File: src/rtl/slt_pkg.sv
// ----------------------------------------------------------------------------
// slt_pkg - shared types and constants of the source lexer
// Token kind codes, the result word layout and the push group that travels
// from the scanner to the output queue.
// ----------------------------------------------------------------------------
package slt_pkg;

  // Default length cap of a token
  localparam int unsigned MAX_TOKEN_LENGTH_DEF = 65535;

  // Output queue geometry
  localparam int unsigned QUEUE_DEPTH = 4;
  localparam int unsigned QUEUE_AW    = $clog2(QUEUE_DEPTH);

  // Operator kinds: the two-character form of operator i is 2*i, the
  // single form 2*i+1, in the order = ! < > - &
  localparam logic [5:0] KIND_LBRACE   = 6'd12;
  localparam logic [5:0] KIND_RBRACE   = 6'd13;
  localparam logic [5:0] KIND_LPAREN   = 6'd14;
  localparam logic [5:0] KIND_RPAREN   = 6'd15;
  localparam logic [5:0] KIND_LBRACKET = 6'd16;
  localparam logic [5:0] KIND_RBRACKET = 6'd17;
  localparam logic [5:0] KIND_COMMA    = 6'd18;
  localparam logic [5:0] KIND_SEMI     = 6'd19;
  localparam logic [5:0] KIND_PLUS     = 6'd20;
  localparam logic [5:0] KIND_STAR     = 6'd21;
  localparam logic [5:0] KIND_SLASH    = 6'd22;
  localparam logic [5:0] KIND_COLON    = 6'd23;
  localparam logic [5:0] KIND_DOT      = 6'd24;
  localparam logic [5:0] KIND_INT      = 6'd25;
  localparam logic [5:0] KIND_CHR      = 6'd26;
  localparam logic [5:0] KIND_STR      = 6'd27;
  localparam logic [5:0] KIND_IDENT    = 6'd28;
  localparam logic [5:0] KIND_KW0      = 6'd29;
  localparam logic [5:0] KIND_ERR      = 6'd38;

  // One token word
  typedef struct packed {
    logic [5:0]  kind;
    logic [31:0] start;
    logic [15:0] length;
    logic [7:0]  error_byte;
    logic        last;
  } res_t;

  // Up to two words from one source byte; v1 is only set with v0
  typedef struct packed {
    logic v0;
    logic v1;
    res_t r0;
    res_t r1;
  } push_t;

endpackage

File: src/rtl/slt_byte_if.sv
// ----------------------------------------------------------------------------
// slt_byte_if - source byte channel
// Valid/ready channel carrying one source byte or an end-of-input marker.
// ----------------------------------------------------------------------------
interface slt_byte_if;
  logic       valid;
  logic       ready;
  logic [7:0] in_byte;
  logic       end_of_input;

  modport source (output valid, output in_byte, output end_of_input, input ready);
  modport sink   (input valid, input in_byte, input end_of_input, output ready);
endinterface

File: src/rtl/slt_token_if.sv
// ----------------------------------------------------------------------------
// slt_token_if - token channel
// Valid/ready channel carrying one token word.
// ----------------------------------------------------------------------------
interface slt_token_if;
  logic        valid;
  logic        ready;
  logic [5:0]  token_kind;
  logic [31:0] token_start;
  logic [15:0] token_length;
  logic [7:0]  error_byte;
  logic        last_of_run;

  modport source (output valid, output token_kind, output token_start,
                  output token_length, output error_byte, output last_of_run,
                  input ready);
  modport sink   (input valid, input token_kind, input token_start,
                  input token_length, input error_byte, input last_of_run,
                  output ready);
endinterface

File: src/rtl/source_lexer_tokenizer.sv
// Datapath: input register, combinational scan, output queue feeding the token port.
// Throughput: one byte per cycle while the output queue has room for two words and
// each byte closes at most one token; a byte that closes a token and opens a second
// yields two words, and the single token port drains one word per cycle while ready.
// Reset: synchronous active-high rst returns the scanner to idle, clears the
// byte offset and empties the input register and the output queue.
// ----------------------------------------------------------------------------
// source_lexer_tokenizer - streaming source lexer
// Takes source bytes and emits tokens with kind, start offset and length.
// ----------------------------------------------------------------------------
module source_lexer_tokenizer #(
  parameter int unsigned MAX_TOKEN_LENGTH = slt_pkg::MAX_TOKEN_LENGTH_DEF
) (
  input  logic         clk,
  input  logic         rst,
  slt_byte_if.sink     byte_stream,
  slt_token_if.source  token_stream
);
  import slt_pkg::*;

  logic       stage_valid;
  logic [7:0] stage_byte;
  logic       stage_eoi;
  logic       room;
  logic       advance;
  logic       not_empty;
  res_t       head;
  push_t      push;

  assign advance           = stage_valid && room;
  assign byte_stream.ready = !stage_valid || room;

  // Input register
  always_ff @(posedge clk) begin
    if (rst) begin
      stage_valid <= 1'b0;
    end else if (byte_stream.ready) begin
      stage_valid <= byte_stream.valid;
    end
  end

  always_ff @(posedge clk) begin
    if (byte_stream.ready && byte_stream.valid) begin
      stage_byte <= byte_stream.in_byte;
      stage_eoi  <= byte_stream.end_of_input;
    end
  end

  slt_scan #(
    .MAX_TOKEN_LENGTH(MAX_TOKEN_LENGTH)
  ) u_scan (
    .clk          (clk),
    .rst          (rst),
    .go           (advance),
    .in_byte      (stage_byte),
    .end_of_input (stage_eoi),
    .push         (push)
  );

  slt_out_queue u_queue (
    .clk       (clk),
    .rst       (rst),
    .push      (push),
    .pop       (not_empty && token_stream.ready),
    .head      (head),
    .not_empty (not_empty),
    .room      (room)
  );

  // Token port
  assign token_stream.valid        = not_empty;
  assign token_stream.token_kind   = head.kind;
  assign token_stream.token_start  = head.start;
  assign token_stream.token_length = head.length;
  assign token_stream.error_byte   = head.error_byte;
  assign token_stream.last_of_run  = head.last;

endmodule

File: src/rtl/slt_scan.sv
// ----------------------------------------------------------------------------
// slt_scan - lexer scan state and token decision
// Holds the scanner state and, for each source byte, decides combinationally
// which tokens close (at most two) and what state follows.
// ----------------------------------------------------------------------------
module slt_scan #(
  parameter int unsigned MAX_TOKEN_LENGTH = slt_pkg::MAX_TOKEN_LENGTH_DEF
) (
  input  logic            clk,
  input  logic            rst,
  input  logic            go,
  input  logic [7:0]      in_byte,
  input  logic            end_of_input,
  output slt_pkg::push_t  push
);
  import slt_pkg::*;

  typedef enum logic [2:0] {
    M_IDLE, M_OP, M_IDENT, M_NUM, M_CHR, M_STR
  } mode_t;

  typedef struct packed {
    logic       found;
    logic [2:0] idx;
  } op_t;

  typedef struct packed {
    logic       found;
    logic [5:0] kind;
  } punct_t;

  localparam logic [15:0] MaxLen = 16'(MAX_TOKEN_LENGTH);

  // Keyword table, right-aligned in the 48-bit window
  localparam logic [47:0] KW_TEXT [9] = '{
    48'("func"), 48'("struct"), 48'("var"), 48'("return"), 48'("if"),
    48'("else"), 48'("while"), 48'("i64"), 48'("char")
  };
  localparam logic [2:0] KW_LEN [9] = '{
    3'd4, 3'd6, 3'd3, 3'd6, 3'd2, 3'd4, 3'd5, 3'd3, 3'd4
  };

  function automatic op_t op_lookup(input logic [7:0] c);
    op_t o;
    o.found = 1'b1;
    case (c)
      "=":     o.idx = 3'd0;
      "!":     o.idx = 3'd1;
      "<":     o.idx = 3'd2;
      ">":     o.idx = 3'd3;
      "-":     o.idx = 3'd4;
      "&":     o.idx = 3'd5;
      default: begin
        o.found = 1'b0;
        o.idx   = 3'd0;
      end
    endcase
    return o;
  endfunction

  function automatic logic [7:0] op_second(input logic [2:0] idx);
    logic [7:0] c;
    case (idx)
      3'd4:    c = ">";
      3'd5:    c = "&";
      default: c = "=";
    endcase
    return c;
  endfunction

  function automatic punct_t punct_lookup(input logic [7:0] c);
    punct_t p;
    p.found = 1'b1;
    case (c)
      "{":     p.kind = KIND_LBRACE;
      "}":     p.kind = KIND_RBRACE;
      "(":     p.kind = KIND_LPAREN;
      ")":     p.kind = KIND_RPAREN;
      "[":     p.kind = KIND_LBRACKET;
      "]":     p.kind = KIND_RBRACKET;
      ",":     p.kind = KIND_COMMA;
      ";":     p.kind = KIND_SEMI;
      "+":     p.kind = KIND_PLUS;
      "*":     p.kind = KIND_STAR;
      "/":     p.kind = KIND_SLASH;
      ":":     p.kind = KIND_COLON;
      ".":     p.kind = KIND_DOT;
      default: begin
        p.found = 1'b0;
        p.kind  = KIND_ERR;
      end
    endcase
    return p;
  endfunction

  function automatic logic is_alpha(input logic [7:0] c);
    return (c >= "a" && c <= "z") || (c >= "A" && c <= "Z");
  endfunction

  function automatic logic is_digit(input logic [7:0] c);
    return c >= "0" && c <= "9";
  endfunction

  function automatic logic is_space(input logic [7:0] c);
    return c == " " || c == 8'h09 || c == 8'h0D || c == 8'h0A;
  endfunction

  // State
  mode_t       mode, mode_next;
  logic [7:0]  pend_char, pend_char_next;
  logic [47:0] kw_window, kw_window_next;
  logic        esc, esc_next;
  logic [31:0] start_off, start_off_next;
  logic [15:0] run_len, run_len_next;
  logic [31:0] byte_pos, byte_pos_next;

  // Decision signals
  logic        do_flush, do_begin;
  logic        fl_v, bg_v;
  res_t        fl, bg;
  logic [15:0] len_grown, fl_len;
  logic [5:0]  ident_kind;
  logic [7:0]  quote;
  op_t         op_pend, op_new;
  punct_t      pn_new;

  // Keyword match, all nine compared side by side
  always_comb begin
    ident_kind = KIND_IDENT;
    for (int k = 0; k < 9; k++) begin
      if (fl_len == 16'(KW_LEN[k]) && kw_window == KW_TEXT[k]) begin
        ident_kind = 6'(KIND_KW0 + 6'(k));
      end
    end
  end

  always_comb begin
    mode_next      = mode;
    pend_char_next = pend_char;
    kw_window_next = kw_window;
    esc_next       = esc;
    start_off_next = start_off;
    run_len_next   = run_len;
    byte_pos_next  = byte_pos;
    do_flush       = 1'b0;
    do_begin       = 1'b0;
    fl_v           = 1'b0;
    bg_v           = 1'b0;
    fl             = '0;
    bg             = '0;
    op_pend        = op_lookup(pend_char);
    op_new         = op_lookup(in_byte);
    pn_new         = punct_lookup(in_byte);
    len_grown      = (run_len < MaxLen) ? run_len + 16'd1 : run_len;
    fl_len         = run_len;
    quote          = (mode == M_CHR) ? 8'h27 : 8'h22;

    // Per-mode handling of the incoming byte
    if (go) begin
      if (end_of_input) begin
        do_flush = 1'b1;
      end else begin
        byte_pos_next = byte_pos + 32'd1;
        if (in_byte == 8'h00) begin
          do_flush = 1'b1;
        end else begin
          unique case (mode)
            M_OP: begin
              if (op_pend.found && in_byte == op_second(op_pend.idx)) begin
                fl_v      = 1'b1;
                fl.kind   = 6'({op_pend.idx, 1'b0});
                fl.start  = start_off;
                fl.length = 16'd2;
                mode_next = M_IDLE;
              end else begin
                do_flush = 1'b1;
                do_begin = 1'b1;
              end
            end
            M_IDENT: begin
              if (in_byte == "_" || is_alpha(in_byte) || is_digit(in_byte)) begin
                run_len_next   = len_grown;
                kw_window_next = {kw_window[39:0], in_byte};
              end else begin
                do_flush = 1'b1;
                do_begin = 1'b1;
              end
            end
            M_NUM: begin
              if (is_digit(in_byte)) begin
                run_len_next = len_grown;
              end else begin
                do_flush = 1'b1;
                do_begin = 1'b1;
              end
            end
            M_CHR, M_STR: begin
              run_len_next = len_grown;
              if (esc) begin
                esc_next = 1'b0;
              end else if (in_byte == "\\") begin
                esc_next = 1'b1;
              end else if (in_byte == quote) begin
                do_flush = 1'b1;
                fl_len   = len_grown;
              end
            end
            M_IDLE: begin
              do_begin = 1'b1;
            end
            default: begin
              do_begin = 1'b1;
            end
          endcase
        end
      end
    end

    // Close the pending token as it stands
    if (do_flush) begin
      mode_next = M_IDLE;
      esc_next  = 1'b0;
      fl.start  = start_off;
      fl.length = fl_len;
      unique case (mode)
        M_OP: begin
          fl_v      = op_pend.found;
          fl.kind   = 6'({op_pend.idx, 1'b1});
          fl.length = 16'd1;
        end
        M_IDENT: begin
          fl_v    = 1'b1;
          fl.kind = ident_kind;
        end
        M_NUM: begin
          fl_v    = 1'b1;
          fl.kind = KIND_INT;
        end
        M_CHR: begin
          fl_v    = 1'b1;
          fl.kind = KIND_CHR;
        end
        M_STR: begin
          fl_v    = 1'b1;
          fl.kind = KIND_STR;
        end
        M_IDLE: begin
          fl_v = 1'b0;
        end
        default: begin
          fl_v = 1'b0;
        end
      endcase
    end

    // Scan the byte as the first of a new token
    if (do_begin) begin
      mode_next = M_IDLE;
      bg.start  = byte_pos;
      bg.length = 16'd1;
      if (!is_space(in_byte)) begin
        start_off_next = byte_pos;
        run_len_next   = 16'd1;
        esc_next       = 1'b0;
        if (op_new.found) begin
          mode_next      = M_OP;
          pend_char_next = in_byte;
        end else if (pn_new.found) begin
          bg_v    = 1'b1;
          bg.kind = pn_new.kind;
        end else if (in_byte == 8'h27) begin
          mode_next = M_CHR;
        end else if (in_byte == 8'h22) begin
          mode_next = M_STR;
        end else if (in_byte == "_" || is_alpha(in_byte)) begin
          mode_next      = M_IDENT;
          kw_window_next = 48'(in_byte);
        end else if (is_digit(in_byte)) begin
          mode_next = M_NUM;
        end else begin
          bg_v          = 1'b1;
          bg.kind       = KIND_ERR;
          bg.error_byte = in_byte;
        end
      end
    end
  end

  // Pack the closed tokens in order, marking the final one
  always_comb begin
    push = '0;
    if (fl_v) begin
      push.v0      = 1'b1;
      push.r0      = fl;
      push.r0.last = !bg_v;
      push.v1      = bg_v;
      push.r1      = bg;
      push.r1.last = 1'b1;
    end else begin
      push.v0      = bg_v;
      push.r0      = bg;
      push.r0.last = 1'b1;
    end
  end

  // State registers
  always_ff @(posedge clk) begin
    if (rst) begin
      mode      <= M_IDLE;
      pend_char <= '0;
      kw_window <= '0;
      esc       <= 1'b0;
      start_off <= '0;
      run_len   <= '0;
      byte_pos  <= '0;
    end else begin
      mode      <= mode_next;
      pend_char <= pend_char_next;
      kw_window <= kw_window_next;
      esc       <= esc_next;
      start_off <= start_off_next;
      run_len   <= run_len_next;
      byte_pos  <= byte_pos_next;
    end
  end

endmodule

File: src/rtl/slt_out_queue.sv
// ----------------------------------------------------------------------------
// slt_out_queue - token output queue
// Small queue taking up to two token words a cycle and handing out one.
// ----------------------------------------------------------------------------
module slt_out_queue (
  input  logic            clk,
  input  logic            rst,
  input  slt_pkg::push_t  push,
  input  logic            pop,
  output slt_pkg::res_t   head,
  output logic            not_empty,
  output logic            room
);
  import slt_pkg::*;

  res_t                mem [QUEUE_DEPTH];
  logic [QUEUE_AW-1:0] wr_ptr, rd_ptr;
  logic [QUEUE_AW:0]   count;
  logic [1:0]          n_push;

  assign n_push    = {1'b0, push.v0} + {1'b0, push.v1};
  assign not_empty = (count != '0);
  // Room for two words, judged on the registered fill level
  assign room      = (count <= (QUEUE_AW+1)'(QUEUE_DEPTH - 2));
  assign head      = mem[rd_ptr];

  // Storage
  always_ff @(posedge clk) begin
    if (push.v0) begin
      mem[wr_ptr] <= push.r0;
    end
    if (push.v1) begin
      mem[wr_ptr + QUEUE_AW'(1)] <= push.r1;
    end
  end

  // Pointers and fill level
  always_ff @(posedge clk) begin
    if (rst) begin
      wr_ptr <= '0;
      rd_ptr <= '0;
      count  <= '0;
    end else begin
      wr_ptr <= wr_ptr + QUEUE_AW'(n_push);
      if (pop) begin
        rd_ptr <= rd_ptr + QUEUE_AW'(1);
      end
      count <= count + (QUEUE_AW+1)'(n_push) - (QUEUE_AW+1)'(pop);
    end
  end

endmodule

File: src/flat_wrapper.sv
// flat-port wrapper written by rule: the top's interface ports become plain ports
module source_lexer_tokenizer_flat import slt_pkg::*;
#(
  parameter int unsigned MAX_TOKEN_LENGTH = slt_pkg::MAX_TOKEN_LENGTH_DEF
)
  (clk, rst, byte_stream_valid, byte_stream_in_byte, byte_stream_end_of_input, byte_stream_ready, token_stream_valid, token_stream_token_kind, token_stream_token_start, token_stream_token_length, token_stream_error_byte, token_stream_last_of_run, token_stream_ready);
  slt_byte_if byte_stream_i ();
  slt_token_if token_stream_i ();
  input  logic clk;
  input  logic rst;
  input wire logic [$bits(byte_stream_i.valid)-1:0] byte_stream_valid;
  input wire logic [$bits(byte_stream_i.in_byte)-1:0] byte_stream_in_byte;
  input wire logic [$bits(byte_stream_i.end_of_input)-1:0] byte_stream_end_of_input;
  output wire logic [$bits(byte_stream_i.ready)-1:0] byte_stream_ready;
  output wire logic [$bits(token_stream_i.valid)-1:0] token_stream_valid;
  output wire logic [$bits(token_stream_i.token_kind)-1:0] token_stream_token_kind;
  output wire logic [$bits(token_stream_i.token_start)-1:0] token_stream_token_start;
  output wire logic [$bits(token_stream_i.token_length)-1:0] token_stream_token_length;
  output wire logic [$bits(token_stream_i.error_byte)-1:0] token_stream_error_byte;
  output wire logic [$bits(token_stream_i.last_of_run)-1:0] token_stream_last_of_run;
  input wire logic [$bits(token_stream_i.ready)-1:0] token_stream_ready;
  assign byte_stream_i.valid = byte_stream_valid;
  assign byte_stream_i.in_byte = byte_stream_in_byte;
  assign byte_stream_i.end_of_input = byte_stream_end_of_input;
  assign byte_stream_ready = byte_stream_i.ready;
  assign token_stream_valid = token_stream_i.valid;
  assign token_stream_token_kind = token_stream_i.token_kind;
  assign token_stream_token_start = token_stream_i.token_start;
  assign token_stream_token_length = token_stream_i.token_length;
  assign token_stream_error_byte = token_stream_i.error_byte;
  assign token_stream_last_of_run = token_stream_i.last_of_run;
  assign token_stream_i.ready = token_stream_ready;
  source_lexer_tokenizer #(.MAX_TOKEN_LENGTH(MAX_TOKEN_LENGTH)) u_core (.clk(clk), .rst(rst), .byte_stream(byte_stream_i), .token_stream(token_stream_i));
endmodule
File: config.mk
export PLATFORM = sky130hd
export DESIGN_NAME = source_lexer_tokenizer_flat
export DESIGN_NICKNAME = d
export VERILOG_FILES = /design/src/rtl/slt_pkg.sv /design/src/rtl/slt_byte_if.sv /design/src/rtl/slt_token_if.sv /design/src/rtl/source_lexer_tokenizer.sv /design/src/rtl/slt_scan.sv /design/src/rtl/slt_out_queue.sv /design/src/flat_wrapper.sv
export SDC_FILE = /design/constraint.sdc
export NUM_CORES = 1
export LEC_CHECK = 0
export BUFFER_PORTS_ARGS = -buffer_cell sky130_fd_sc_hd__buf_2
export CAP_MARGIN = 25
export CORE_UTILIZATION = 38
export DETAILED_ROUTE_END_ITERATION = 16
export MAX_ROUTING_LAYER = met4
export PLACE_DENSITY = 0.63
export RECOVER_POWER = 100
export REMOVE_ABC_BUFFERS = 1
export SLEW_MARGIN = 15
export SYNTH_ARGS = -nofsm -noshare
export SYNTH_HDL_FRONTEND = slang
export SYNTH_SLANG_ARGS = --single-unit
export TNS_END_PERCENT = 100
File: constraint.sdc
create_clock -name clk -period 10.65 [get_ports clk]
set_input_delay 2.13 -clock clk [delete_from_list [all_inputs] [get_ports clk]]
set_output_delay 2.13 -clock clk [all_outputs]
set_load 0.005 [all_outputs]
* Yosys cells after proc, flatten, opt, wreduce, memory -nomap -nowiden
Memories as Yosys holds them, arrays and structs flattened. A register that Yosys moved wholly into a read port is not among the register bits. Cells that the tools add are included. W data, S select, Z words.
Cells by class: $lt $le $gt $ge 8, muxes and demuxes 132, bitwise operators 2, reduce and logical (&&, ||, !) cells 39, equality and inequality tests 58, add/subtract/negate cells 8
Operators by type and width (number):
- $mux W48 | 12
- $mux W52 | 5
- $mux W16 | 16
- $eq A8 B6 Y1 const B | 24
- $eq A48 B31 Y1 const B | 3
- $mux W63 | 2
- $eq A48 B23 Y1 const B | 2
- $eq A48 B47 Y1 const B | 2
- $mux W6 | 15
- $mux W8 | 11
- $pmux W6 S13 | 1
- $mux W62 | 1
- $mux W54 | 1
- $eq A16 B3 Y1 const B | 3
- $eq A48 B15 Y1 const B | 1
- $eq A48 B39 Y1 const B | 1
- $eq A8 B7 Y1 const B | 6
- $pmux W16 S3 | 1
- $mux W1 | 44
- $mux W3 | 13
- $add A32 B1 Y32 const B | 1
- $eq A16 B2 Y1 const B | 2
- $pmux W6 S5 | 1
- $eq A8 B4 Y1 const B | 3
- other kinds (36) | 76
Storage, ports and cells: bits of input ports 13, logic and storage cells 261, register bits 157, memories kept 1, bits in writable memories 252, output and inout port bits 65
Memories:
- u_core.u_queue.mem | words 4, width 63, read ports 1, clocked after Yosys merged registers in 1, wr ports 2, line slt_out_queue.sv:16 | res_t mem [QUEUE_DEPTH];

* Logic depth before layout (Yosys ltp)
Gate-level depths: netlist (run 1).
depth after elaboration 24, gate-level depth with buffers 20, gate-level depth less buffers 18

* By module
Synthesis (run 1) repeated with hierarchy kept, for this count alone.
Unflattened totals: cell total of the unflattened synthesis 1817, area, all modules 22180.0 um^2
By module, submodules not included:
- slt_out_queue | area an instance 12882.4 um^2, cells each 655, instances 1, seq. area each 7747.4 um^2
- slt_scan | area an instance 8958.6 um^2, cells each 1146, instances 1, seq. area each 2802.7 um^2
- source_lexer_tokenizer | area an instance 339.1 um^2, cells each 16, instances 1, seq. area each 290.3 um^2

* Worst setup path after synthesis (run 1)
Ideal clock, no wire load.
kind register to register, start reg u_core.stage_byte[3], end mem u_core.u_queue.mem[0][0] (netlist name) (enable), library setup time 402 ps, buffers on the path 4, clock period less this slack 4975 ps, setup slack 5675 ps, cell stages (with the launch flop) 15, data arrival time 4572 ps, cells stage by stage edfxtp_1 -> buf_2 -> or4_1 -> a21oi_2 -> o21ai_2 -> o2111ai_1 -> o211ai_2 -> and2_1 -> buf_6 -> buf_2 -> ha_1 -> nor3_1 -> nor2_1 -> clkbuf_1 -> inv_1
RTL lines:
- start: declaration | line source_lexer_tokenizer.sv:22 | logic [7:0] stage_byte;
- start signal: assignment | line source_lexer_tokenizer.sv:44 | stage_byte <= byte_stream.in_byte;
- end: declaration | line slt_out_queue.sv:16

==> metrics.txt, run 1 <==
top post-synthesis cells by area=edfxtp_1 (31%), dfxtp_1 (21%), mux4_2 (7.2%), a22o_1 (7.0%), nand2_1 (4.1%); # resized after CTS=0; Die Width=230.2 um; Startpoint Class=register; status=complete, but fails checks; wire per inst=20.78 um; die height=230.2 um; vias in the first global route=14480; Yosys top cell area share=30.51%; total wire length=53.06 mm; max cap viols=9; Starting DRT DRC Count=1034; clk buf depth=3; pwr dens=170.5 mW/mm^2; CTS tree=done; FF+latch count, synth=411; final hold violations=0; # setup viols final=0; post-synthesis sequential area ratio=51.76%; Yosys Warn Count=0; P_leak=7.046 nW; clock-pin slew on the worst setup and hold paths=0.06 ns; Worst-Skew Late Latency=0.59 ns; CP cell instances=or4_1 -> a21oi_1 -> o21ai_0 -> o2111ai_1 -> o211ai_1 -> and2_0 -> ha_1 -> nor2_1 -> and2_0 -> a21boi_0 -> nor2_1 -> a22o_1; layout filler cell count=4947; pin count of the biggest net entering global routing=68; post-synth top area cell=edfxtp_1; antenna violations before repair=0; CP Data Arrival Time=8.10 ns; H-tree depth=2; grt ovf=0; hold depth=2; Inserted Diodes=0; area of the multi-input gates=0.008803 mm^2; DP Worst Slack=5.254 ns; reg-to-reg startpoint=u_core.stage_byte[3]; DRC errors left=0; Via Count=14620; Layout Utilization=42.65%; Top FF cell, synth=dfxtp_1; Post-synth EDFFs=201; Worst Setup SP=u_core.stage_byte[3]; core area=0.05141 mm^2; Hold Crit Class=reg -> reg; initial cell density of the core=38.49%; async set or reset register ratio after synthesis=0%; Synth Instances=1832; Hold Buf Count CTS=0; final worst setup slack=2.970 ns; CP Capture Type=register; RSZ-0062 raised after global routing=no; most common cell in the netlist=nand2_1; routed vias/inst=5.727; Max transition margin=-182.1%; CP max stage cell=nor2_1; worst vdd ir=0.1187 mV; total CTS buffers=44; Hold Startpoint=u_core.u_queue.mem[0][19]; most frequent cells after synthesis=nand2_1 (214), dfxtp_1 (210), edfxtp_1 (201); Clock Skews=0.02069 ns; library cells used by synthesis=95; ANT nets after route=0; Max Clk Rate=130.2 MHz; Row Count=83; CP Max Fanout=32; Setup TNS=0 ns; Seq pwr share=46.1%; final worst path period need=7.680 ns; Die Area=0.05298 mm^2; IO Pins=78; Critical Path RT=11.08 ns; sw power=0.0009474 W; Cell Area, Synth=0.01978 mm^2; # Post-CTS Setup Buffers=0; Area Growth Syn to Fin=10.83%; layout net count=1861; CP Class=reg -> reg; port bufs=77; Final GP Congestion=0.9003; HPWL Detailed=33.82 mm; Worst-Margin Slew=4.232 ns; share of total power in the clock network=40.7%; CP delay by family, top=simple AND/OR/NAND/NOR gates; Net Sw Frac=25.34%; R2R depth=12; WP buf/inv=0; drt pass-1 iters=6; CTS Root Cell=clkbuf_16; register area=0.01024 mm^2; Pint=0.002791 W; Sinks on Clock Net=411; Total GRT Usage=20.48%; Worst path depth=12; Slew Limit Fails=364; first-pass GRT wire length=83.02 mm; Syn Area/Cell=10.80 um^2; Comb power frac=13.2%; failing checks=capacitance limit, slew limit; period utilization=72.11%; Crit path largest cell delay=2.19 ns; layout cells sized above 1=12.12%
[per-layer routing]
| metal | track usage (%) | vias to the layer above | share of wire [%] | wire [um] |
|---|---|---|---|---|
| li1 | - | 6880 | - | - |
| met4 | 6.767 | 0 | 2.3 | 1219 |
| met1 | 25.96 | 7209 | 44 | 23080 |
| met3 | 3.336 | 102 | 5.4 | 2877 |
| met2 | 33.25 | 431 | 49 | 25880 |
| met5 | - | - | 0 | 0 |
[flip-flops by register name, summed over array words and instances, names as in the netlist, named ones only]
name	cells
u_core.stage_byte	8
u_core.stage_eoi	1
u_core.stage_valid	1
u_core.u_queue.count	3
u_core.u_queue.mem	252
u_core.u_queue.rd_ptr	2
u_core.u_queue.wr_ptr	2
u_core.u_scan.byte_pos	32
u_core.u_scan.esc	1
u_core.u_scan.kw_window	48
u_core.u_scan.mode	3
u_core.u_scan.pend_char	8
u_core.u_scan.run_len	16
u_core.u_scan.start_off	32
[placed cells by master, fill, tap and decap left out, types with 15 or more instances in the layout]
cell type  netlist  layout
o21ai_0         67      70
dfxtp_1        210     210
nor2_1         157     154
nand2_1        214     214
mux2i_1         44      44
nand2b_1        20      21
edfxtp_1       201     201
a21oi_1         95      99
and2_0           1      26
or3_1           15      15
nor4_1          20      20
nor3_1          43      44
buf_4            6      16
nand4_1         31      31
clkbuf_16        0      44
a22o_1         157     157
nand3_1         31      30
mux4_2          63      63
clkbuf_1       103      53
buf_2           30      41
o22ai_1         21      21
xor2_1          29      29
[power groups by stage]
stage / logic [W] / registers, W / clock network, W
2_1_floorplan: 0.000274 / 0.00179 / 0
3_3_place_gp: 0.000490 / 0.00176 / 0
3_5_place_dp: 0.000493 / 0.00176 / 0
4_1_cts: 0.000495 / 0.00173 / 0.00156
5_1_grt: 0.000538 / 0.00173 / 0.00161
6_report: 0.000493 / 0.00172 / 0.00152
[kinds of logic (layout without fill, tap and decap cells)]
group | count (synthesis) | after routing | share of synthesized area (%)
xor+xnor | 43 | 43 | 1.904
fa+ha+maj | 11 | 11 | 0.7336
flops | 411 | 411 | 51.76
simple gates | 662 | 662 | 16.84
buf+inv | 165 | 206 | 3.523
mux | 110 | 110 | 9.581
compound gates | 430 | 430 | 15.67
[layout make-up]
type | count | area share, %
Clock buffer | 59 | 5.644
Clock inverter | 23 | 0.9130
Timing Repair Buffer | 104 | 2.362
Inverter | 20 | 0.3481
Sequential cell | 411 | 46.70
Multi-Input combinational cell | 1256 | 40.15
Tap cell | 680 | 3.880
[worst paths after layout]
kind / end / slack [ns]
hold reg to reg: u_core.u_queue.mem[0][19] / 0.45
setup reg to reg: u_core.u_queue.mem[2][44] / 2.97
setup / recovery: u_core.u_queue.mem[2][44] / 2.97
hold / removal: u_core.u_queue.mem[0][19] / 0.45
[worst reg2reg max path, cell delays in order (launching register included)]
cell and delay [ns]:
edfxtp_1 0.74, or4_1 0.61, a21oi_1 0.25, o21ai_0 0.41
o2111ai_1 0.49, o211ai_1 0.27, and2_0 0.63, ha_1 0.48
nor2_1 0.13, and2_0 0.61, a21boi_0 0.37, nor2_1 2.19
a22o_1 0.35
[through the flow]
step	cell area, um^2	total power (W)	cells	hold WS [ns]
2_1_floorplan	19160	0.002063	1687	0.4198
3_3_place_gp	20610	0.002245	2467	0.4293
3_5_place_dp	20630	0.002253	2470	0.4429
4_1_cts	22070	0.003776	2552	0.4572
5_1_grt	21930	0.003880	2553	0.4823
6_report	21930	0.003738	2553	0.4535
No activity file was read; power rests on OpenSTA's default activity.
==> run 2, diff against run 1 <==
--- a/config.mk
+++ b/config.mk
@@ -5,6 +5,7 @@
 export SDC_FILE = /design/constraint.sdc
 export NUM_CORES = 1
 export LEC_CHECK = 0
+export ABC_AREA = 1
 export BUFFER_PORTS_ARGS = -buffer_cell sky130_fd_sc_hd__buf_2
 export CAP_MARGIN = 25
 export CORE_UTILIZATION = 38
==> constraint.sdc (replaced) <==
create_clock -name clk -period 7.85 [get_ports clk]
set_input_delay 1.57 -clock clk [delete_from_list [all_inputs] [get_ports clk]]
set_output_delay 1.57 -clock clk [all_outputs]
set_load 0.005 [all_outputs]
==> run 2 against run 1 <==
The run still ends with capacitance limit, slew limit left. Cell count increased by 35%. Synthesized cell count increased by 46%. Non-clock buffer count decreased by 2. Core utilization increased by 0.53 points. Sequential cell count unchanged. Hold slack improved by 0.0022 ns. Register-to-register slack got worse by 1.3 ns. Clock power increased by 55%. Global-route usage increased by 2.4 points. First-iteration DRC count increased by 66%. Largest power group unchanged. Clock skew increased by 0.011 ns.
==> metrics.txt, run 2 <==
H-tree depth=2; most common cell in the netlist=nand2_1; period utilization=78.90%; hold endpoint=u_core.u_scan.pend_char[6]; Largest Register=u_core.u_queue.mem; Syn Area/Cell=7.870 um^2; HPWL Detailed=41.25 mm; Row Count=85; Hold Crit Class=reg -> reg; vias in the first global route=18060; status=complete, but fails checks; Starting DRT DRC Count=1719; post-synth top area cell=edfxtp_1; final hold violations=0; die height=237.6 um; drt pass-1 iters=6; Setup TNS=0 ns; layout cells sized above 1=7.243%; Total GRT Usage=22.84%; port bufs=77; DRC errors left=0; Top FF cell, synth=dfxtp_1; Startpoint Class=register; number of flip-flops in the largest register=252; Largest regs=u_core.u_queue.mem: 252 flops, u_core.u_scan.kw_window: 48 flops; # setup viols final=0; Inserted Diodes=0; R2R setup slack=1.71 ns; most common cell after layout, fill and taps aside=nand2_1; Worst-Skew Late Latency=0.61 ns; post-synthesis sequential area ratio=48.55%; # resized after CTS=0; Sinks on Clock Net=411; async set or reset register ratio after synthesis=0%; CTS tree=done; CP Max Fanout=75; most frequent cells in the layout=nand2_1 (492), o21ai_0 (461), nor2_1 (305); total CTS buffers=47; Die Width=237.6 um; wire per inst=18.28 um; core area=0.05435 mm^2; layout net count=2709; library cells used by synthesis=57; Final GP Congestion=0.9412; initial cell density of the core=38.81%; CP Data Arrival Time=4.62 ns; grt ovf=0; Hold Startpoint=u_core.u_scan.pend_char[6]; reg2reg end=u_core.u_queue.mem[0][58]; Max transition margin=-134.7%; Yosys top cell area share=28.62%; Via Count=18750; pwr dens=233.7 mW/mm^2; Worst-Margin Slew=3.508 ns; ANT nets after route=0; CTS Root Cell=clkbuf_16; pin count of the biggest net entering global routing=90; Critical Path RT=6.28 ns; R2R depth=21; DP Worst Slack=2.337 ns; first-pass GRT wire length=99.91 mm; layout filler cell count=5370; antenna violations before repair=0; Area Growth Syn to Fin=11.27%; worst vdd ir=0.1912 mV; area of the multi-input gates=0.009238 mm^2; Max Clk Rate=161.5 MHz; Slew Limit Fails=317; RSZ-0062 raised after global routing=no; register area=0.01024 mm^2; Clock Skews=0.03147 ns; Die Area=0.05645 mm^2; P_leak=8.206 nW; CP Capture Type=output port; clock-pin slew on the worst setup and hold paths=0.05 ns; total wire length=63.23 mm; failing checks=capacitance limit, slew limit; routed vias/inst=5.419; reg-to-reg startpoint=u_core.stage_byte[3]; hold depth=2; top post-synthesis cells by area=edfxtp_1 (29%), dfxtp_1 (20%), o21ai_0 (10%), nand2_1 (8.7%), nor2_1 (5.4%); Synth Instances=2680; clk buf depth=3; final worst path period need=6.193 ns; Yosys Warn Count=0; Cell Area, Synth=0.02109 mm^2; most frequent cells after synthesis=nand2_1 (490), o21ai_0 (428), nor2_1 (302); final worst setup slack=1.657 ns; Post-synth EDFFs=201; FF+latch count, synth=411; # Post-CTS Setup Buffers=0; max cap viols=7; IO Pins=78; Hold Buf Count CTS=0; CP Class=reg -> out
run 2: cell types whose count changed after synthesis, sizes merged, moves of 15 or more:
cell,before,now
a22o,158,0
and2,39,0
inv,20,231
mux2i,45,6
mux4,63,0
nand2,214,503
nand2b,22,0
nand3,31,183
nor2,161,325
nor3,46,100
o21ai,72,498
o22ai,21,66
or3,15,0
xor2,29,13
run 2: power by group:
part | total (W) | internal (W) | switching, W | leakage (nW)
sequential | 0.00237 | 0.00230 | 0.0000691 | 3.55
combinational | 0.000768 | 0.000226 | 0.000542 | 3.86
clock | 0.00235 | 0.00141 | 0.000936 | 0.802
run 2: metal layers:
layer | part of all wire [%] | global-route usage (%) | routed length, um
met5 | 0 | - | 0
met4 | 3.1 | 8.387 | 1959
met3 | 5.9 | 2.857 | 3760
met2 | 47 | 37.55 | 29950
met1 | 44 | 28.78 | 27560
run 2: worst max-delay path: stages (launching register included):
cell and delay, ns:
dfxtp_4 0.74, clkinvlp_2 1.65, buf_4 0.90, o21ai_0 0.27, o22ai_1 0.18, clkbuf_2 0.15
run 2: final cells by class:
class                      count  share of cell area, %
clock buffer                  52                  5.150
tap                          739                  3.940
multi-input combinational   1891                  39.36
timing repair buffer         102                  2.218
sequential                   411                  43.65
inverter                     232                  3.769
clock inverter                32                  1.909
run 2: worst max path at each step:
stage / slack [ns] / end / start / cells past startpoint
final: 1.66 / token_stream_token_kind[1] / register / 5
after global routing: 0.94 / u_core.u_scan.kw_window[5] / u_core.stage_byte[3] / 18
after CTS: 2.34 / u_core.u_queue.mem[0][58] / u_core.stage_byte[3] / 21
after detailed placement: 2.34 / u_core.u_queue.mem[0][2] / u_core.stage_byte[3] / 21
after global placement: 2.46 / u_core.u_queue.mem[0][3] / u_core.stage_byte[3] / 21
after floorplan: 0.37 / u_core.u_queue.mem[3][0] / u_core.stage_byte[3] / 20
run 2: cell families (layout without fill, tap and decap cells):
logic type | Yosys count | in the layout | synth area share (%)
compound gates | 672 | 672 | 17.60
xor+xnor | 15 | 15 | 0.6229
fa+ha+maj | 11 | 11 | 0.6881
buf+inv | 378 | 418 | 7.303
flops | 411 | 411 | 48.55
mux | 6 | 6 | 0.2848
simple gates | 1187 | 1187 | 24.96
run 2: metrics by stage:
step / cell area (um^2) / total power (W) / utilization, % / cells / hold slack [ns]
2_1_floorplan: 20430 / 0.002852 / - / 2534 / 0.4259
3_3_place_gp: 21960 / 0.003216 / 40.40 / 3373 / 0.4443
3_5_place_dp: 21960 / 0.003228 / 40.40 / 3373 / 0.4533
4_1_cts: 23610 / 0.005580 / 43.45 / 3457 / 0.4617
5_1_grt: 23470 / 0.005702 / 43.18 / 3459 / 0.4813
6_report: 23470 / 0.005484 / 43.18 / 3459 / 0.4557
